$ cat config.mk
export PLATFORM = sky130hd
export DESIGN_NAME = tpmq_ram
export DESIGN_NICKNAME = d
export VERILOG_FILES = /design/src/hdl/tpmq_ram.sv
export SDC_FILE = /design/constraint.sdc
export NUM_CORES = 1
export LEC_CHECK = 0
export BUFFER_PORTS_ARGS = -buffer_cell sky130_fd_sc_hd__buf_2
export CORE_MARGIN = 2
export CORE_UTILIZATION = 50
export CTS_CLUSTER_DIAMETER = 120
export DETAILED_ROUTE_END_ITERATION = 8
export PLACE_DENSITY_LB_ADDON = 0.05
export SKIP_LAST_GASP = 1
export SYNTH_ARGS = -nofsm -noshare
export SYNTH_HDL_FRONTEND = slang
export SYNTH_SLANG_ARGS = --single-unit
$ cat constraint.sdc
create_clock -name i_clk -period 4.88 [get_ports i_clk]
set_clock_uncertainty 0.2 [all_clocks]
set_input_delay 0 -clock i_clk [delete_from_list [all_inputs] [get_ports i_clk]]
set_output_delay 0 -clock i_clk [all_outputs]
set_load 0.005 [all_outputs]
$ cat src/hdl/tpmq_ram.sv
module tpmq_ram #(
    parameter int WIDTH = 8,
    parameter int DEPTH = 16
) (
    input  logic                     i_clk,
    input  logic                     i_we,
    input  logic [$clog2(DEPTH)-1:0] i_waddr,
    input  logic [WIDTH-1:0]         i_wdata,
    input  logic [$clog2(DEPTH)-1:0] i_raddr,
    output logic [WIDTH-1:0]         o_rdata
);

    logic [WIDTH-1:0] r_mem [DEPTH];

    always_ff @(posedge i_clk) begin
        if (i_we) begin
            r_mem[i_waddr] <= i_wdata;
        end
        o_rdata <= r_mem[i_raddr];
    end

endmodule

== After elaboration in Yosys (flattened, before gate mapping) ==
Memory sizes are Yosys's and may differ from the RTL's. A register that Yosys moved wholly into a read port is not among the register bits.
Cells that the tools add are included.
Word-level totals
  bits in registers: 0
  bits in writable memories: 128
  bits of input ports: 18
  output and inout port bits: 8
  word-level logic and storage cells: 3
  memories: 1
Operators by class
  multiplexer cells: 2
Memory list
  r_mem: words 16, width 8, rd ports 1, clocked after memory_dff 1, wr ports 1, RTL line 13  | logic [WIDTH-1:0] r_mem [DEPTH];
Operators with widths (count)
  $mux W1: 2

== Depth between registers and ports, before layout ==
  depth after elaboration: 2
  mapped depth: 5
  depth with buffers taken out: 3

== Worst setup path before layout ==
Ideal clock, no wire load.
  path kind: input -> register
  start: input port i_waddr[2]
  end: memory r_mem[0][0] (enable)
  setup time: 0.383 ns
  arrival time: 1.110 ns
  data required time: 4.297 ns
  slack: 3.187 ns
  cell stages on the path: 2
  path buffers: 0
  cell sequence: or3b_2 nor3_1
RTL lines
  start: declaration: RTL line 7  | input logic [$clog2(DEPTH)-1:0] i_waddr,
  end: declaration: RTL line 13
No word-level cell before the write port.

==> flow_summary.yaml <==
status:
  status: "finished clean"
hold_path:
  worstHoldStart: "i_raddr[1]"
  hp-class: "in -> reg"
  hold_end: "o_rdata[4]"
  hold-path-cell-count: 4
place:
  place_hpwl_um: 5940
  dpl_cell_area_sq_mm: 0.00538
  gp_congestion: 0.702
  port-buffer-count: 25
detailed_routing:
  vias: 2419
  wl_per_cell_um: 23.1
  ant_nets: 0
  drt_iter0_markers: 171
  drcViolationCount: 0
  wl_um: 10100
  avgViaCountPerCell: 5.56
  first_pass_iters: 4
synth:
  synth_cell_types: 19
  syn_avg_cell_area_sq_um: 22.5
  yosysTopAreaCell: "edfxtp_1"
  synth-seq-cells: 136
  netlist_area_sq_mm: 0.00515
  syn_nets: 247
  synth.yosys.seq_area_share: 0.778
  synthTopCellsByArea: "edfxtp_1 (75%), mux4_2 (7.9%), mux4_1 (7.1%)"
  ys_warn_count: 0
  syn_inst: 229
  synth.top_cell.area_share: 0.747
setup_path:
  worst-path-max-fanout: 8
  required_ns: 5.14
  critPathTopFamily: "buffers and inverters"
  path_class: "in -> reg"
  endpoint_kind: "flop"
  crit_slowest_cell: "dlygate4sd3_1"
  worstSetupStartpointType: "input port"
  reg2reg_slack_ns: 2.32
  worstPathCellList: "dlygate4sd3_1 > buf_2 > nor2_1 > dlygate4sd3_1 > a22oi_1 > dlygate4sd3_1 > nand2_1 > dlygate4sd3_1"
  rr_worst_depth: 5
  r2r-end: "o_rdata[5]"
  timing.critical_path.mode_cell: "dlygate4sd3_1"
  arrival_ns: 2.95
  cp_slowest_stage_delay_ns: 0.82
  reg2reg_from: "r_mem[0][5]"
  worst-path-buf-inv: 5
clocking:
  ctsHtreeMaxLevel: 4
  cts.sinks: 136
  insertion_delay_ns: 0.52
  ctsRootBufferMaster: "clkbuf_8"
  cts_buffer_depth: 2
  cts-buffers-inserted: 17
  cts_setup_buffers: 0
  cts_tree: "done"
  cts_resized: 0
  path_clk_slew_ns: 0.06
pwr:
  p_per_area_mw_per_mm2: 421
  cellLeakagePower_nw: 2.05
  peakVddDrop_mv: 0.215
global_routing:
  grtUsageTotal: 0.200
  grt_first_pass_wirelength_um: 15500
  grt_pass1_vias: 2568
  grt_overflow: 0
  antenna_found_initial: 0
  grt_max_degree: 33
timing:
  relSlewSlack: 0.290
  fmax_ghz: 0.371
  setup_tns_ns: 0
  fin_crit_sh: 0.553
  whs_ns: 0.171
  setup_violations: 0
  fin_crit_ns: 2.70
  hold_violations: 0
  rsz0062_at_grt: "no"
  maxSlewViolCount: 0
  max_slew.worst_pin.slew_ns: 1.06
floorplan:
  die_area_sq_mm: 0.0111
  die_y_um: 105
  ios: 26
  initial_core_util: 0.508
  core_area_sq_mm: 0.0101
  dieWidth_um: 105
  rows: 37
layout:
  drive_above_1_share: 0.254
  nNetsFinal: 304
  design_area_sq_mm: 0.00612
  fill_cells: 719
  n_antenna_cell: 0
  synthToLayoutAreaGrowth_pct: 18.9
flow_run:
  maxCapViolCount: 0
==> stage by stage <==
stage,worst slack [ns],util,total power [mW],std cells
2_1_floorplan,3.19,-,1.40,229
3_3_place_gp,2.88,0.531,1.45,382
3_5_place_dp,2.82,0.531,1.45,382
4_1_cts,2.28,0.604,2.60,435
5_1_grt,2.12,0.604,2.66,435
6_report,2.18,0.604,2.57,435
==> sequential cells by signal, indices dropped and copies added, names as in the netlist <==
register and cells:
r_mem 128, o_rdata 8
==> report_power, final <==
group          internal, mW  switching [mW]
registers              1.31         0.00820
clock network         0.669           0.463
logic                0.0581          0.0685
==> cells in the final DEF (no fill, tap or decap) <==
cell / Yosys / layout
dfxtp_1: 8 / 8
nor2_1: 13 / 13
buf_4: 1 / 2
and2_1: 1 / 1
nand3_1: 1 / 1
clkbuf_1: 0 / 2
nand2b_1: 2 / 2
clkinv_2: 0 / 4
inv_6: 0 / 1
nor3_2: 0 / 2
nand2_1: 9 / 9
nor3_1: 4 / 2
clkbuf_16: 0 / 16
mux4_1: 14 / 14
bufinv_16: 0 / 1
clkinvlp_4: 0 / 3
clkinv_1: 0 / 2
dlygate4sd3_1: 0 / 21
clkinv_4: 0 / 2
and2b_1: 1 / 1
nor2b_1: 1 / 1
mux4_2: 18 / 18
edfxtp_1: 128 / 128
clkbuf_8: 0 / 1
a22oi_1: 16 / 16
nand3b_1: 2 / 2
or3b_2: 1 / 1
buf_2: 3 / 25
==> metal layers <==
layer	global-route usage	share of wire
met5	0	0
met4	0.0800	0.013
met3	0.0427	0.044
met2	0.306	0.50
met1	0.285	0.44
==> logic make-up after synthesis <==
| logic type | after synthesis | share of synthesized area |
|---|---|---|
| AOI/OAI and AO/OA | 16 | 0.0233 |
| buffers and inverters | 10 | 0.0168 |
| DFF | 136 | 0.778 |
| muxes | 32 | 0.150 |
| and+or+nand+nor | 35 | 0.0318 |
==> synth_stat cells <==
cell	count
a22oi_1	16
and2_1	1
and2b_1	1
buf_2	3
buf_4	1
buf_6	3
clkdlybuf4s25_2	3
dfxtp_1	8
edfxtp_1	128
mux4_1	14
mux4_2	18
nand2_1	9
nand2b_1	2
nand3_1	1
nand3b_1	2
nor2_1	13
nor2b_1	1
nor3_1	4
or3b_2	1
==> what timing repair did <==
item | CTS | global route
hold buffers | 21 | 0
hold endpoints to repair | 232 | 0
endpoints found under the setup margin | 0 | 0
==> layout make-up <==
class | count | area (sq um) | area share
clock buffer | 19 | 422 | 0.0689
clock inverter | 13 | 106 | 0.0174
multi-input combinational | 83 | 1070 | 0.174
sequential | 136 | 4000 | 0.654
tap | 136 | 170 | 0.0278
timing repair buffer | 48 | 350 | 0.0572
==> worst max path at each step <==
stage                from           to  slack, ns  cells past startpoint
2_1_floorplan  i_waddr[2]  r_mem[0][0]       3.19                      2
3_3_place_gp   i_waddr[2]  r_mem[0][5]       2.88                      3
3_5_place_dp   i_waddr[2]  r_mem[0][5]       2.82                      3
4_1_cts        i_raddr[2]   o_rdata[5]       2.28                      8
5_1_grt        i_raddr[2]   o_rdata[5]       2.12                      8
6_report       i_raddr[2]   o_rdata[5]       2.18                      8
==> worst reg2reg max path, cell delays in order, from the launching register on <==
cell	delay [ns]
edfxtp_1	0.37
mux4_1	0.50
a22oi_1	0.20
dlygate4sd3_1	0.58
nand2_1	0.05
dlygate4sd3_1	0.55
No activity file was read; power rests on OpenSTA's default activity.
